==> config.mk <==
export PLATFORM = sky130hd
export DESIGN_NAME = keypad_autorepeat
export DESIGN_NICKNAME = d
export VERILOG_FILES = /design/src/hw/rtl/kar_pkg.sv /design/src/hw/rtl/kar_alu.sv /design/src/hw/rtl/kar_accum.sv /design/src/hw/rtl/kar_walk.sv /design/src/hw/rtl/keypad_autorepeat.sv
export SDC_FILE = /design/constraint.sdc
export NUM_CORES = 1
export LEC_CHECK = 0
export BUFFER_PORTS_ARGS = -buffer_cell sky130_fd_sc_hd__buf_4
export CORE_MARGIN = 5
export CORE_UTILIZATION = 54
export DETAILED_ROUTE_END_ITERATION = 8
export PLACE_DENSITY = 0.75
export SYNTH_ARGS = -nofsm -noshare
export SYNTH_HDL_FRONTEND = slang
export SYNTH_SLANG_ARGS = --single-unit
==> constraint.sdc <==
create_clock -name clk_i -period 5.3 [get_ports clk_i]
set_clock_uncertainty 0.1 [all_clocks]
set_input_delay 0.265 -clock clk_i [delete_from_list [all_inputs] [get_ports clk_i]]
set_output_delay 0.265 -clock clk_i [all_outputs]
set_load 0.02 [all_outputs]
==> src/hw/rtl/kar_pkg.sv <==
// shared types and constants for the keypad auto-repeat block
package kar_pkg;

  localparam int unsigned KeyW    = 12;
  localparam int unsigned MaskW   = 13;
  localparam int unsigned KeyBitW = 4;
  localparam int unsigned TickW   = 8;
  localparam int unsigned DelayW  = 7;
  localparam int unsigned CfgIdxW = 2;

  localparam logic [DelayW-1:0] FirstDelayRst = 7'd18;
  localparam logic [DelayW-1:0] NextDelayRst  = 7'd5;

  typedef enum logic [CfgIdxW-1:0] {
    CFG_REMAP = 2'd0,
    CFG_FIRST = 2'd1,
    CFG_NEXT  = 2'd2
  } kar_cfg_e;

  typedef enum logic {
    REQ_TICK = 1'b0,
    REQ_POLL = 1'b1
  } kar_req_e;

  typedef enum logic [1:0] {
    ALU_ADD_FIRST,
    ALU_ADD_NEXT,
    ALU_SUB_TICK
  } kar_alu_e;

  typedef enum logic [1:0] {
    ST_IDLE,
    ST_WALK,
    ST_ARM,
    ST_DONE
  } kar_state_e;

  typedef struct packed {
    kar_req_e          req_type;
    logic [KeyW-1:0]   scan_keys;
  } kar_in_t;

  typedef struct packed {
    logic [KeyW-1:0]   pressed_mask;
    logic [KeyW-1:0]   held_mask;
    logic [MaskW-1:0]  keys_seen;
  } kar_out_t;

  typedef struct packed {
    logic [TickW-1:0]  tick_count;
    logic [MaskW-1:0]  pending;
    logic [MaskW-1:0]  repressed;
    logic [MaskW-1:0]  released;
  } kar_acc_t;

  typedef struct packed {
    logic busy;
    logic done;
  } kar_walk_sts_t;

endpackage

==> src/hw/rtl/kar_alu.sv <==
// shared 8-bit adder for deadline arming and deadline-minus-tick compare
module kar_alu (
  input  kar_pkg::kar_alu_e               op_i,
  input  logic [kar_pkg::TickW-1:0]       tick_i,
  input  logic [kar_pkg::TickW-1:0]       deadline_i,
  input  logic [kar_pkg::DelayW-1:0]      first_i,
  input  logic [kar_pkg::DelayW-1:0]      next_i,
  output logic [kar_pkg::TickW-1:0]       sum_o
);
  import kar_pkg::*;

  logic [TickW-1:0] opa;
  logic [TickW-1:0] opb;
  logic [TickW-1:0] cin;

  always_comb begin
    opa = tick_i;
    opb = {1'b0, first_i};
    cin = '0;
    unique case (op_i)
      ALU_ADD_FIRST: opb = {1'b0, first_i};
      ALU_ADD_NEXT:  opb = {1'b0, next_i};
      ALU_SUB_TICK: begin
        // deadline - tick as deadline + ~tick + 1
        opa = deadline_i;
        opb = ~tick_i;
        cin = TickW'(1);
      end
      default: opb = {1'b0, first_i};
    endcase
  end

  assign sum_o = opa + opb + cin;

endmodule

==> src/hw/rtl/kar_accum.sv <==
// frame tick counter and accumulated seen, re-pressed and released masks
module kar_accum (
  input  logic                       clk_i,
  input  logic                       rst_ni,
  input  logic                       tick_en_i,
  input  logic [kar_pkg::KeyW-1:0]   scan_i,
  input  logic                       remap_en_i,
  input  logic [kar_pkg::KeyW-1:0]   held_i,
  input  logic                       clear_i,
  output kar_pkg::kar_acc_t          acc_o
);
  import kar_pkg::*;

  kar_acc_t          acc_q, acc_d;
  logic [MaskW-1:0]  keys;

  function automatic logic [MaskW-1:0] remap(input logic [KeyW-1:0] k);
    logic [MaskW-1:0] r;
    r     = '0;
    r[3]  = k[11];
    r[2]  = k[10];
    r[12] = k[8];
    r[5]  = k[7];
    r[1]  = k[6];
    r[8]  = k[4];
    r[4]  = k[3];
    r[6]  = k[2];
    r[7]  = k[0];
    return r;
  endfunction

  always_comb begin
    keys = remap_en_i ? remap(scan_i) : {1'b0, scan_i};
  end

  always_comb begin
    acc_d = acc_q;
    if (tick_en_i) begin
      acc_d.tick_count = acc_q.tick_count + TickW'(1);
      acc_d.pending    = acc_q.pending | keys;
      acc_d.repressed  = acc_q.repressed | (keys & acc_q.released);
      acc_d.released   = acc_q.released | ({1'b0, held_i} & ~keys);
    end else if (clear_i) begin
      acc_d.pending   = '0;
      acc_d.repressed = '0;
      acc_d.released  = '0;
    end
  end

  always_ff @(posedge clk_i or negedge rst_ni) begin
    if (!rst_ni) begin
      acc_q <= '0;
    end else begin
      acc_q <= acc_d;
    end
  end

  assign acc_o = acc_q;

endmodule

==> src/hw/rtl/kar_walk.sv <==
// poll sequencer: walks the keys one a cycle, owns held bits and repeat deadlines
module kar_walk #(
  parameter int unsigned NUM_KEYS = 11
) (
  input  logic                       clk_i,
  input  logic                       rst_ni,
  input  logic                       start_i,
  input  kar_pkg::kar_acc_t          acc_i,
  input  logic [kar_pkg::DelayW-1:0] first_i,
  input  logic [kar_pkg::DelayW-1:0] next_i,
  output logic [kar_pkg::KeyW-1:0]   held_o,
  output kar_pkg::kar_walk_sts_t     sts_o,
  output kar_pkg::kar_out_t          res_o
);
  import kar_pkg::*;

  localparam int unsigned IdxW = (NUM_KEYS > 1) ? $clog2(NUM_KEYS) : 1;

  kar_state_e          state_q, state_d;
  logic [IdxW-1:0]     idx_q, idx_d;
  logic [KeyW-1:0]     held_q, held_d;
  logic [KeyW-1:0]     pressed_q, pressed_d;
  logic [TickW-1:0]    dl_q [NUM_KEYS];

  logic [KeyBitW-1:0]  kb;
  logic                last;
  logic                seen_b, rep_b, rel_b, held_b;
  logic                expired;
  logic                dl_we;
  kar_alu_e            alu_op;
  logic [TickW-1:0]    alu_sum;
  logic [MaskW-1:0]    h13, p13;

  function automatic logic h13_cur(input logic [KeyW-1:0] h, input logic [KeyBitW-1:0] b);
    logic [MaskW-1:0] w;
    w = {1'b0, h};
    return w[b];
  endfunction

  // key i lives at mask bit i+1
  assign kb      = KeyBitW'(idx_q) + KeyBitW'(1);
  assign last    = (idx_q == IdxW'(NUM_KEYS - 1));
  assign seen_b  = acc_i.pending[kb];
  assign rep_b   = acc_i.repressed[kb];
  assign rel_b   = acc_i.released[kb];
  assign held_b  = h13_cur(held_q, kb);
  assign expired = alu_sum[TickW-1];

  kar_alu u_alu (
    .op_i       (alu_op),
    .tick_i     (acc_i.tick_count),
    .deadline_i (dl_q[idx_q]),
    .first_i    (first_i),
    .next_i     (next_i),
    .sum_o      (alu_sum)
  );

  // next state
  always_comb begin
    state_d = state_q;
    unique case (state_q)
      ST_IDLE: if (start_i) state_d = ST_WALK;
      ST_WALK: begin
        if (!seen_b) begin
          state_d = last ? ST_DONE : ST_WALK;
        end else if (rep_b) begin
          state_d = ST_DONE;
        end else if (held_b) begin
          if (!expired) state_d = last ? ST_DONE : ST_WALK;
          else          state_d = rel_b ? ST_DONE : ST_ARM;
        end else begin
          state_d = ST_DONE;
        end
      end
      ST_ARM:  state_d = ST_DONE;
      ST_DONE: state_d = ST_IDLE;
      default: state_d = ST_IDLE;
    endcase
  end

  // datapath control
  always_comb begin
    idx_d  = idx_q;
    dl_we  = 1'b0;
    alu_op = ALU_SUB_TICK;
    h13    = {1'b0, held_q};
    p13    = {1'b0, pressed_q};
    unique case (state_q)
      ST_IDLE: begin
        if (start_i) begin
          idx_d = '0;
          p13   = '0;
        end
      end
      ST_WALK: begin
        if (!seen_b) begin
          h13[kb] = 1'b0;
          if (!last) idx_d = idx_q + IdxW'(1);
        end else if (rep_b) begin
          alu_op  = ALU_ADD_FIRST;
          dl_we   = 1'b1;
          p13[kb] = 1'b1;
          h13[kb] = 1'b1;
        end else if (held_b) begin
          alu_op = ALU_SUB_TICK;
          if (rel_b) h13[kb] = 1'b0;
          if (!expired && !last) idx_d = idx_q + IdxW'(1);
        end else if (!rel_b) begin
          alu_op  = ALU_ADD_FIRST;
          dl_we   = 1'b1;
          p13[kb] = 1'b1;
          h13[kb] = 1'b1;
        end
      end
      ST_ARM: begin
        alu_op  = ALU_ADD_NEXT;
        dl_we   = 1'b1;
        p13[kb] = 1'b1;
      end
      ST_DONE: begin
      end
      default: begin
      end
    endcase
    // mask bit 12 has no place in the 12-bit masks
    held_d    = h13[KeyW-1:0];
    pressed_d = p13[KeyW-1:0];
  end

  always_ff @(posedge clk_i or negedge rst_ni) begin
    if (!rst_ni) begin
      state_q   <= ST_IDLE;
      idx_q     <= '0;
      held_q    <= '0;
      pressed_q <= '0;
    end else begin
      state_q   <= state_d;
      idx_q     <= idx_d;
      held_q    <= held_d;
      pressed_q <= pressed_d;
    end
  end

  always_ff @(posedge clk_i) begin
    if (dl_we) begin
      dl_q[idx_q] <= alu_sum;
    end
  end

  assign held_o     = held_q;
  assign sts_o.busy = (state_q != ST_IDLE);
  assign sts_o.done = (state_q == ST_DONE);

  always_comb begin
    res_o.pressed_mask = pressed_q;
    res_o.held_mask    = held_q;
    res_o.keys_seen    = acc_i.pending;
  end

endmodule

==> src/hw/rtl/keypad_autorepeat.sv <==
// keypad auto-repeat top level: config registers, input handshake, result register
// tick beat: state updated at the accepting edge; no result
// poll beat: keys walked in order (up to NUM_KEYS), then an arm step when a repeat is armed,
//   then a wrap-up step; the result register loads from the wrap-up step
// the key walk is set by the single shared deadline adder, one key per cycle
// input stalls while a poll is walking or a result waits; reset clears counts, masks, held bits
module keypad_autorepeat #(
  parameter int unsigned NUM_KEYS = 11
) (
  input  logic                          clk_i,
  input  logic                          rst_ni,
  input  logic                          cfg_we_i,
  input  logic [kar_pkg::CfgIdxW-1:0]   cfg_idx_i,
  input  logic [kar_pkg::DelayW-1:0]    cfg_data_i,
  input  logic                          in_valid_i,
  output logic                          in_stall_o,
  input  kar_pkg::kar_in_t              in_data_i,
  output logic                          out_valid_o,
  input  logic                          out_stall_i,
  output kar_pkg::kar_out_t             out_data_o
);
  import kar_pkg::*;

  logic               remap_q;
  logic [DelayW-1:0]  first_q;
  logic [DelayW-1:0]  next_q;
  logic               out_valid_q;
  kar_out_t           out_data_q;

  logic               in_acc;
  logic               tick_en;
  logic               start;
  kar_acc_t           acc;
  logic [KeyW-1:0]    held;
  kar_walk_sts_t      sts;
  kar_out_t           res;

  always_ff @(posedge clk_i or negedge rst_ni) begin
    if (!rst_ni) begin
      remap_q <= 1'b0;
      first_q <= FirstDelayRst;
      next_q  <= NextDelayRst;
    end else if (cfg_we_i) begin
      unique case (cfg_idx_i)
        CFG_REMAP: remap_q <= cfg_data_i[0];
        CFG_FIRST: first_q <= cfg_data_i;
        CFG_NEXT:  next_q  <= cfg_data_i;
        default: begin
        end
      endcase
    end
  end

  assign in_stall_o = sts.busy | out_valid_q;
  assign in_acc     = in_valid_i & ~in_stall_o;
  assign tick_en    = in_acc & (in_data_i.req_type == REQ_TICK);
  assign start      = in_acc & (in_data_i.req_type == REQ_POLL);

  kar_accum u_accum (
    .clk_i      (clk_i),
    .rst_ni     (rst_ni),
    .tick_en_i  (tick_en),
    .scan_i     (in_data_i.scan_keys),
    .remap_en_i (remap_q),
    .held_i     (held),
    .clear_i    (sts.done),
    .acc_o      (acc)
  );

  kar_walk #(
    .NUM_KEYS (NUM_KEYS)
  ) u_walk (
    .clk_i   (clk_i),
    .rst_ni  (rst_ni),
    .start_i (start),
    .acc_i   (acc),
    .first_i (first_q),
    .next_i  (next_q),
    .held_o  (held),
    .sts_o   (sts),
    .res_o   (res)
  );

  // result beat register; a poll never finishes while a result still waits
  always_ff @(posedge clk_i or negedge rst_ni) begin
    if (!rst_ni) begin
      out_valid_q <= 1'b0;
    end else if (sts.done) begin
      out_valid_q <= 1'b1;
    end else if (!out_stall_i) begin
      out_valid_q <= 1'b0;
    end
  end

  always_ff @(posedge clk_i) begin
    if (sts.done) begin
      out_data_q <= res;
    end
  end

  assign out_valid_o = out_valid_q;
  assign out_data_o  = out_data_q;

endmodule
==> results of run 1 <==
worst reg2reg max path: stages, from the launching register on:
cell and delay (ps):
dfrtp_2 430, ha_1 310, xnor2_1 590, mux2i_1 260, mux2i_1 160, o21bai_1 350, and2_1 380, o21ai_0 120
mux2_2 300, ha_1 290, a21oi_1 210, o2111ai_1 200, a211o_1 330, a21oi_1 310, o21ai_0 220, o22ai_1 220
per-stage QoR:
stage               total power (uW)  std cells
finish                          8322       1010
global route                    8785       1010
CTS                             8289       1010
detailed placement              6703        954
global placement                6550        954
floorplan                       5543        679
routing by layer:
layer / vias to the layer above / GRT usage [%] / wire (um)
li1: 2734 / - / -
met1: 3073 / 29.52 / 8769
met2: 234 / 35.76 / 10660
met3: 47 / 3.248 / 1360
met4: 0 / 6.203 / 620
met5: - / 0 / 0
sequential cells by signal, indices dropped and copies added (netlist names):
name,count
u_walk.dl_q,88
u_walk.state_q,2
out_data_o,37
u_walk.pressed_q,12
next_q,7
first_q,7
out_valid_o,1
u_walk.held_o,12
u_walk.idx_q,4
remap_q,1
u_accum.acc_o,46
logic make-up after synthesis:
| logic type | after synthesis | share of synthesized area (%) |
|---|---|---|
| AO/OA/AOI/OAI | 111 | 7.974 |
| XOR/XNOR | 19 | 1.899 |
| buffers and inverters | 47 | 2.108 |
| multiplexers | 97 | 14.08 |
| adder cells (fa/ha/maj) | 19 | 2.645 |
| flip-flops | 217 | 63.43 |
| AND/OR/NAND/NOR | 169 | 7.870 |
cells in the final DEF, fill, tap and decap left out, drive strengths merged, types with 3 or more instances in the layout:
cell and count:
a21o 4, dfrtp 88, dlygate4sd3 14, nor2 90
xnor2 15, ha 17, a2111oi 3, mux2i 23
o21ai 18, clkbuf 32, a41oi 13, nand2 31
dfstp 4, a31oi 14, nand2b 8, buf 81
clkinv 6, nand3b 4, xor2 4, a32o 4
a221oi 9, and2 5, o211ai 6, nand3 15
mux4 25, nor2b 3, and3b 3, inv 17
mux2 49, a21oi 30, edfxtp 125
area by class of cell:
cell class                 instances  area, um2  area share (%)
multi-input combinational        415       3311           29.52
clock buffer                      32      660.6           5.891
sequential                       217       6062           54.06
clock inverter                    10      91.34          0.8145
timing repair buffer              95      748.2           6.672
tap                              225      281.5           2.510
inverter                          16      60.06          0.5355
worst max-delay path by stage:
stage                         start                end  slack (ps)  depth (start not counted)
floorplan           u_walk.idx_q[0]  u_walk.dl_q[0][6]          10                         21
global placement    u_walk.idx_q[0]  u_walk.dl_q[0][6]         470                         16
detailed placement  u_walk.idx_q[0]  u_walk.dl_q[5][7]         390                         14
CTS                 u_walk.idx_q[0]  u_walk.dl_q[9][7]         330                         14
global route        u_walk.idx_q[0]    u_walk.idx_q[3]          50                         14
finish              u_walk.idx_q[0]    u_walk.idx_q[1]         460                         15
power groups by stage:
stage	Combinational [uW]	Clock (uW)	Sequential [uW]
finish	3560	1570	3200
global route	3880	1680	3230
CTS	3490	1590	3200
detailed placement	3470	0	3230
global placement	3330	0	3220
floorplan	2280	0	3270
timing repair:
action	4_1_cts	5_1_grt
endpoints found under the hold margin	63	0
resized for setup	0	2
hold buffers	14	0
endpoints found under the setup margin	0	23
==> impl_metrics.ini, run 1 <==
[timing]
grt_setup_unrepaired = no
worst_slack_ps = 462.1
max_freq_mhz = 206.7
slew_violations = 0
hold-worst-slack_ps = 34.42
period_minus_slack_ps = 4838
finalHoldViolCount = 0
fin_setup_tns_ps = 0
finalSetupViolations = 0
slew_headroom_pct = 24.65
fin_crit_sh_pct = 91.28
worst_slew_pin_slew_ps = 1122

[clock_tree]
cts_root_buffer = clkbuf_16
cts.path.max_buffers = 3
post-cts-setup-buffers = 0
cts_tree = done
cts.sinks = 217
cts_buffers = 23
path_clk_slew_ps = 60
htree_levels = 1
clkLatencyLatePin_ps = 510

[global_route]
grt_overflow = 0
grt_use_total_pct = 21.41
grt_pass1_vias = 6158
grt_pass1_wl_um = 34160
grt_max_degree = 55
antenna_found_initial = 0

[synthesis]
synth_seq_cells = 217
synth.largest_area_cell = edfxtp_1
yosys.area.top_type_share_pct = 39.28
synth_area_um2 = 9555
synth_most_common_cell = edfxtp_1
synthCells = 679
synth_nets = 725
yosys_most_used_dff = edfxtp_1
yosys_warnings = 0
synth_common_cells = edfxtp_1, nor2_1, dfrtp_1
async_flop_share_pct = 42.40
syn_area_per_cell_um2 = 14.07
synth_edf_count = 125
synth_cell_types = 50
synth_area_leaders = edfxtp_1, dfrtp_1, mux4_2, mux2_2, nor2_1
seq_area_frac_synth_pct = 63.43

[flow_run]
cap_violations = 0

[critical_path]
r2r_cells = 15
r2r_start = u_walk.idx_q[0]
crit_path_max_incr_delay_ps = 590
crit_path_start_kind = flop
crit_family = compound AO/OA/AOI/OAI gates
reg2reg_setup_slack_ps = 460
r2r_end = u_walk.idx_q[1]
cp.arrival_ps = 5160
path_class = reg2reg
cp_slowest_cell = xnor2_1
path_buf_inv = 0
cp_max_fo = 10
endpoint_kind = flop
cp.required_ps = 5620
crit_chain = ha_1 -> xnor2_1 -> mux2i_1 -> mux2i_1 -> o21bai_1 -> and2_1 -> o21ai_0 -> mux2_2 -> ha_1 -> a21oi_1 -> o2111ai_1 -> a211o_1 -> a21oi_1 -> o21ai_0 -> o22ai_1

[floorplan]
io_pins = 66
die-area_um2 = 20460
initial_core_util_pct = 55.05
die_y_um = 143.0
die_w_um = 143.0
core-area_um2 = 17360
rows = 48

[pwr]
p_sw_share_pct = 38.31
seq_power_share_pct = 38.4
clkPwrFrac_pct = 18.8
ir_drop_mv = 0.7475
p_switching_uw = 3189
p_leak_uw = 0.004497
p_comb_share_pct = 42.8
intPower_uw = 5134
p_per_area_nw_per_um2 = 742.1

[place]
place_area_um2 = 10310
place_ws_ps = 385.7
port_buffers = 65
hpwl_um = 14820
gp_congestion = 0.9124

[min_path]
hold_path_class = in2reg
holdPathEnd = remap_q
min_from = cfg_idx_i[0]
whs_path_depth = 3

[finish]
area_growth_pct = 17.36
fillers = 1245
drive_above_1_share_pct = 24.71
diodes = 0
final_cell_area_um2 = 11210
finalNetCount = 814
fin_util_pct = 64.61

[detailed_routing]
dr.pass1.iters = 6
drt-initial-drc-count = 457
drtAntennaViolNets = 0
wire_per_inst_um = 21.20
vias = 6088
viasPerCell = 6.028
wirelength_um = 21410
drcViolationCount = 0

[run_status]
outcome = finished clean
Note: power is estimated with default switching activity, not from simulation.
==> run 2: changes to the inputs <==
--- a/config.mk
+++ b/config.mk
@@ -7,9 +7,10 @@
 export LEC_CHECK = 0
 export BUFFER_PORTS_ARGS = -buffer_cell sky130_fd_sc_hd__buf_4
 export CORE_MARGIN = 5
-export CORE_UTILIZATION = 54
+export CORE_UTILIZATION = 55
 export DETAILED_ROUTE_END_ITERATION = 8
-export PLACE_DENSITY = 0.75
+export PLACE_DENSITY = 0.86
 export SYNTH_ARGS = -nofsm -noshare
 export SYNTH_HDL_FRONTEND = slang
+export SYNTH_HIERARCHICAL = 1
 export SYNTH_SLANG_ARGS = --single-unit
==> impl_metrics.ini, run 2 <==
[synthesis]
synth_cell_types = 70
synth_seq_cells = 217
yosys_most_used_dff = edfxtp_1
syn_area_per_cell_um2 = 12.53
yosys_warnings = 6
synth_edf_count = 125
synth_common_cells = edfxtp_1, dfrtp_1, a21oi_1
yosys.area.top_type_share_pct = 36.57
synth_nets = 868
seq_area_frac_synth_pct = 59.04
async_flop_share_pct = 42.40
synth_area_leaders = edfxtp_1, dfrtp_1, mux4_2, a21oi_1, o21ai_0
synth.largest_area_cell = edfxtp_1
synthCells = 819
synth_most_common_cell = edfxtp_1
synth_area_um2 = 10260

[pwr]
total_power_uw = 8769
ir_drop_mv = 0.8939
p_per_area_nw_per_um2 = 738.0
p_leak_uw = 0.004624

[floorplan]
die-area_um2 = 21500
io_pins = 66
die_y_um = 146.6
rows = 50
die_w_um = 146.6
core-area_um2 = 18520
initial_core_util_pct = 55.43

[place]
hpwl_um = 15420
port_buffers = 65
gp_congestion = 0.8828
place_area_um2 = 10960

[finish]
area_growth_pct = 15.75
largest_register = u_walk/dl_q
finalNetCount = 937
final_cell_mix = edfxtp_1, buf_4, dfrtp_1
largest_reg_flops = 88
diodes = 0
drive_above_1_share_pct = 23.34
fin_util_pct = 64.16
layout_commonest_cell = edfxtp_1
final_cell_area_um2 = 11880

[timing]
hold-worst-slack_ps = 7.594
period_minus_slack_ps = 5089
max_freq_mhz = 196.5
grt_setup_unrepaired = yes
fin_crit_sh_pct = 96.03
finalSetupViolations = 0
slew_headroom_pct = 13.93
slew_violations = 0
worst_slew_pin_slew_ps = 1281
finalHoldViolCount = 0

[critical_path]
crit_path_max_incr_delay_ps = 620
crit_path_start_kind = flop
cp.arrival_ps = 5170
path_class = reg2reg
crit_chain = inv_1 -> ha_4 -> mux4_2 -> and2_1 -> a2111oi_2 -> nor2_1 -> a22oi_2 -> inv_1 -> ha_1 -> a22oi_1 -> o21ai_1 -> ha_1 -> a21oi_1 -> fa_1 -> nand2b_1 -> nand2b_1 -> nand2_1 -> a21oi_1
cp.required_ps = 5380
cp_slowest_cell = a21oi_1
endpoint_kind = flop
cp_max_fo = 11

[clock_tree]
path_clk_slew_ps = 70
htree_levels = 1
cts_buffers = 22
cts.sinks = 217
cts_root_buffer = clkbuf_16
clkLatencyLatePin_ps = 500
cts.path.max_buffers = 3
cts_tree = done

[global_route]
grt_max_degree = 58
grt_overflow = 0
grt_pass1_wl_um = 36450
grt_pass1_vias = 6958
grt_use_total_pct = 20.89
antenna_found_initial = 1

[run_status]
outcome = finished clean

[detailed_routing]
dr.pass1.iters = 5
vias = 6933
wirelength_um = 22550
drtAntennaViolNets = 0
viasPerCell = 6.092
drt-initial-drc-count = 574
wire_per_inst_um = 19.81
drcViolationCount = 0

[min_path]
hold_path_class = in2reg

[flow_run]
cap_violations = 0
-- run 2: path summary, 6_finish.rpt --
kind / start / end / slack (ps) / depth (start not counted)
worst max register to register: u_walk/idx_q[0] / u_walk/dl_q[2][4] / 210 / 18
worst max-delay path: u_walk/idx_q[0] / u_walk/dl_q[2][4] / 210 / 18
worst min-delay path: in_data_i[1] / u_accum/acc_o[27] / 8 / 3
worst min register to register: u_walk/pressed_q[6] / out_data_o[31] / 360 / 0
max in group asynchronous: rst_ni / u_walk/idx_q[1] / 3820 / 3
min in group asynchronous: rst_ni / u_accum/acc_o[31] / 160 / 2
-- run 2: where the power goes --
group          total (uW)  leakage, uW  switching (uW)  internal, uW
registers            3260      0.00235             228          3030
logic                3880      0.00190            2530          1350
clock network        1630     0.000375             619          1010
-- run 2: area by class of cell --
cell class / count / area (um2)
sequential: 217 / 6063
clock inverter: 13 / 165.2
fill: 1304 / 6636
clock buffer: 27 / 610.6
multi-input combinational: 502 / 3755
tap: 234 / 292.8
inverter: 34 / 132.6
timing repair buffer: 111 / 862.1
-- run 2: kinds of logic (layout without fill, tap and decap cells) --
group / after synthesis / count (layout) / synth area share [%]
XOR/XNOR: 15 / 15 / 1.280
adder cells (fa/ha/maj): 22 / 22 / 2.755
AO/OA/AOI/OAI: 201 / 201 / 11.85
flip-flops: 217 / 217 / 59.04
other: 1 / 1 / 0.03653
multiplexers: 70 / 70 / 10.43
AND/OR/NAND/NOR: 193 / 193 / 9.642
buffers and inverters: 100 / 185 / 4.961
-- run 2: timing repair --
action,4_1_cts,5_1_grt
resized for setup,0,4
endpoints found under the hold margin,52,0
hold buffers,10,0
setup endpoints to repair,0,28
buffers inserted,0,3
-- run 2: metrics by stage --
| stage | setup WS, ps | std cells | setup TNS (ps) |
|---|---|---|---|
| after global routing | -61.28 | 1138 | -1007 |
| after global placement | 331.6 | 1085 | 0 |
| final | 210.6 | 1138 | 0 |
| after floorplan | -60.71 | 819 | -108.1 |
| after detailed placement | 145.9 | 1085 | 0 |
| after CTS | 108.1 | 1135 | 0 |
-- run 2: metal layers --
layer	global-route usage, %	share of wire, %
met2	35.05	50
met1	27.59	41
met4	7.150	2.6
met3	3.818	6.9
met5	0	0.058
-- run 2: critical path: cells and delay by family, from the launching register on --
family          cells  cell delay, ps
flops               1             430
compound gates      6            1630
simple gates        5             650
fa+ha+maj           4            1420
buf+inv             2             210
mux                 1             320
==> run 3: changes to the inputs <==
--- a/config.mk
+++ b/config.mk
@@ -10,6 +10,7 @@
 export CORE_UTILIZATION = 55
 export DETAILED_ROUTE_END_ITERATION = 8
 export PLACE_DENSITY = 0.86
+export REMOVE_ABC_BUFFERS = 1
 export SYNTH_ARGS = -nofsm -noshare
 export SYNTH_HDL_FRONTEND = slang
 export SYNTH_HIERARCHICAL = 1
==> impl_metrics.ini, run 3 (synthesis results as in run 2) <==
[finish]
layout_commonest_cell = edfxtp_1
fin_util_pct = 63.93
finalNetCount = 938
final_cell_count_no_fill = 1139
diodes = 0
largest_reg_flops = 88
largest_register = u_walk/dl_q
final_cell_mix = edfxtp_1, buf_4, dfrtp_1
drive_above_1_share_pct = 23.20
area_growth_pct = 15.32

[min_path]
hold_path_class = in2reg

[timing]
grt_setup_unrepaired = yes
period_minus_slack_ps = 5109
slew_violations = 0
max_freq_mhz = 195.7
slew_headroom_pct = 27.06
finalSetupViolations = 0
fin_crit_sh_pct = 96.40
finalHoldViolCount = 0
worst_slew_pin_slew_ps = 1086

[detailed_routing]
wire_per_inst_um = 20.32
viasPerCell = 6.131
vias = 6983
drt-initial-drc-count = 726
drtAntennaViolNets = 0
drcViolationCount = 0
wirelength_um = 23140
dr.pass1.iters = 5

[clock_tree]
path_clk_slew_ps = 70
cts.path.max_buffers = 3
htree_levels = 1
clkLatencyLatePin_ps = 500
cts_tree = done
cts_root_buffer = clkbuf_16
cts.sinks = 217
cts_buffers = 22

[global_route]
grt_pass1_vias = 6865
grt_max_degree = 74
antenna_found_initial = 0
grt_pass1_wl_um = 36380
grt_use_total_pct = 20.79
grt_overflow = 0

[flow_run]
cap_violations = 0

[critical_path]
cp.arrival_ps = 5430
cp_max_fo = 13
crit_chain = inv_1 -> ha_4 -> buf_12 -> mux4_2 -> and2_1 -> a2111oi_4 -> o21ai_2 -> a22oi_2 -> inv_2 -> ha_4 -> a22oi_1 -> o21ai_1 -> ha_1 -> a211oi_2 -> o21bai_1 -> a31oi_2 -> xnor2_2 -> inv_2 -> a31oi_4 -> or4_4 -> o32ai_2
endpoint_kind = flop
cp.required_ps = 5620
path_class = reg2reg
crit_path_max_incr_delay_ps = 520
crit_path_start_kind = flop
cp_slowest_cell = or4_4

[place]
hpwl_um = 14960
port_buffers = 65
dp_cells = 1086
gp_congestion = 0.8951

[floorplan]
rows = 50
initial_core_util_pct = 55.43
die-area_um2 = 21500
io_pins = 66
core-area_um2 = 18520
die_w_um = 146.6
die_y_um = 146.6

[pwr]
p_leak_uw = 0.004585
ir_drop_mv = 0.6047
p_per_area_nw_per_um2 = 734.6

[run_status]
outcome = finished clean
run 3: area by class of cell:
cell class                 instances  area [um2]
clock buffer                      31       615.6
timing repair buffer             112       878.3
multi-input combinational        502        3822
tap                              234       292.8
inverter                          34       127.6
sequential                       217        6062
fill                            1311        6680
clock inverter                     9       38.79
run 3: what timing repair did:
action / 4_1_cts / 5_1_grt
setup endpoints to repair: 14 / 50
setup buffers: 0 / 3
resized for setup: 3 / 22
endpoints found under the hold margin: 36 / 0
pin swaps: 0 / 6
hold buffers: 10 / 0
run 3: path summary, 6_finish.rpt:
kind	start	slack, ps	cells after the start	end
setup / recovery	u_walk/idx_q[0]	190	21	u_walk/idx_q[2]
hold / removal	in_data_i[11]	9	3	u_accum/acc_o[24]
setup reg to reg	u_walk/idx_q[0]	190	21	u_walk/idx_q[2]
hold reg to reg	u_walk/pressed_q[0]	350	0	out_data_o[25]
max in group asynchronous	rst_ni	3770	3	u_walk/idx_q[0]
min in group asynchronous	rst_ni	80	2	u_accum/acc_o[31]
run 3: report_power, final:
part,switching [uW],internal (uW)
sequential,203,3030
combinational,2630,1410
clock,616,807
run 3: worst max-delay path, delay by kind of cell, from the launching register on:
kind	cells	cell delay, ps
buffers and inverters	4	420
muxes	1	320
xor gates and xnor gates	1	110
DFF	1	410
adders and majority gates	3	830
AOI/OAI and AO/OA	10	2080
and+or+nand+nor	2	730
run 3: stage by stage:
step | TNS [ps] | hold slack (ps) | worst slack [ps] | cell area, um2 | power (uW)
after floorplan | -87380 | -130.6 | -1496 | 9883 | 5708
after global placement | 0 | 59.96 | 221.4 | 10940 | 6796
after detailed placement | -609.1 | 63.71 | -90.85 | 10940 | 6974
after CTS | 0 | 1.466 | 32.33 | 11710 | 8442
after global routing | -31.43 | 22.81 | -24.50 | 11840 | 9219
final | 0 | 9.380 | 190.6 | 11840 | 8696
run 3: layer usage:
metal	vias up	share of wire, %	track usage [%]
met4	0	3.3	6.632
met3	74	7.3	3.849
met1	3431	40	27.45
met2	330	50	35.10
met5	-	0	0
li1	3148	-	-
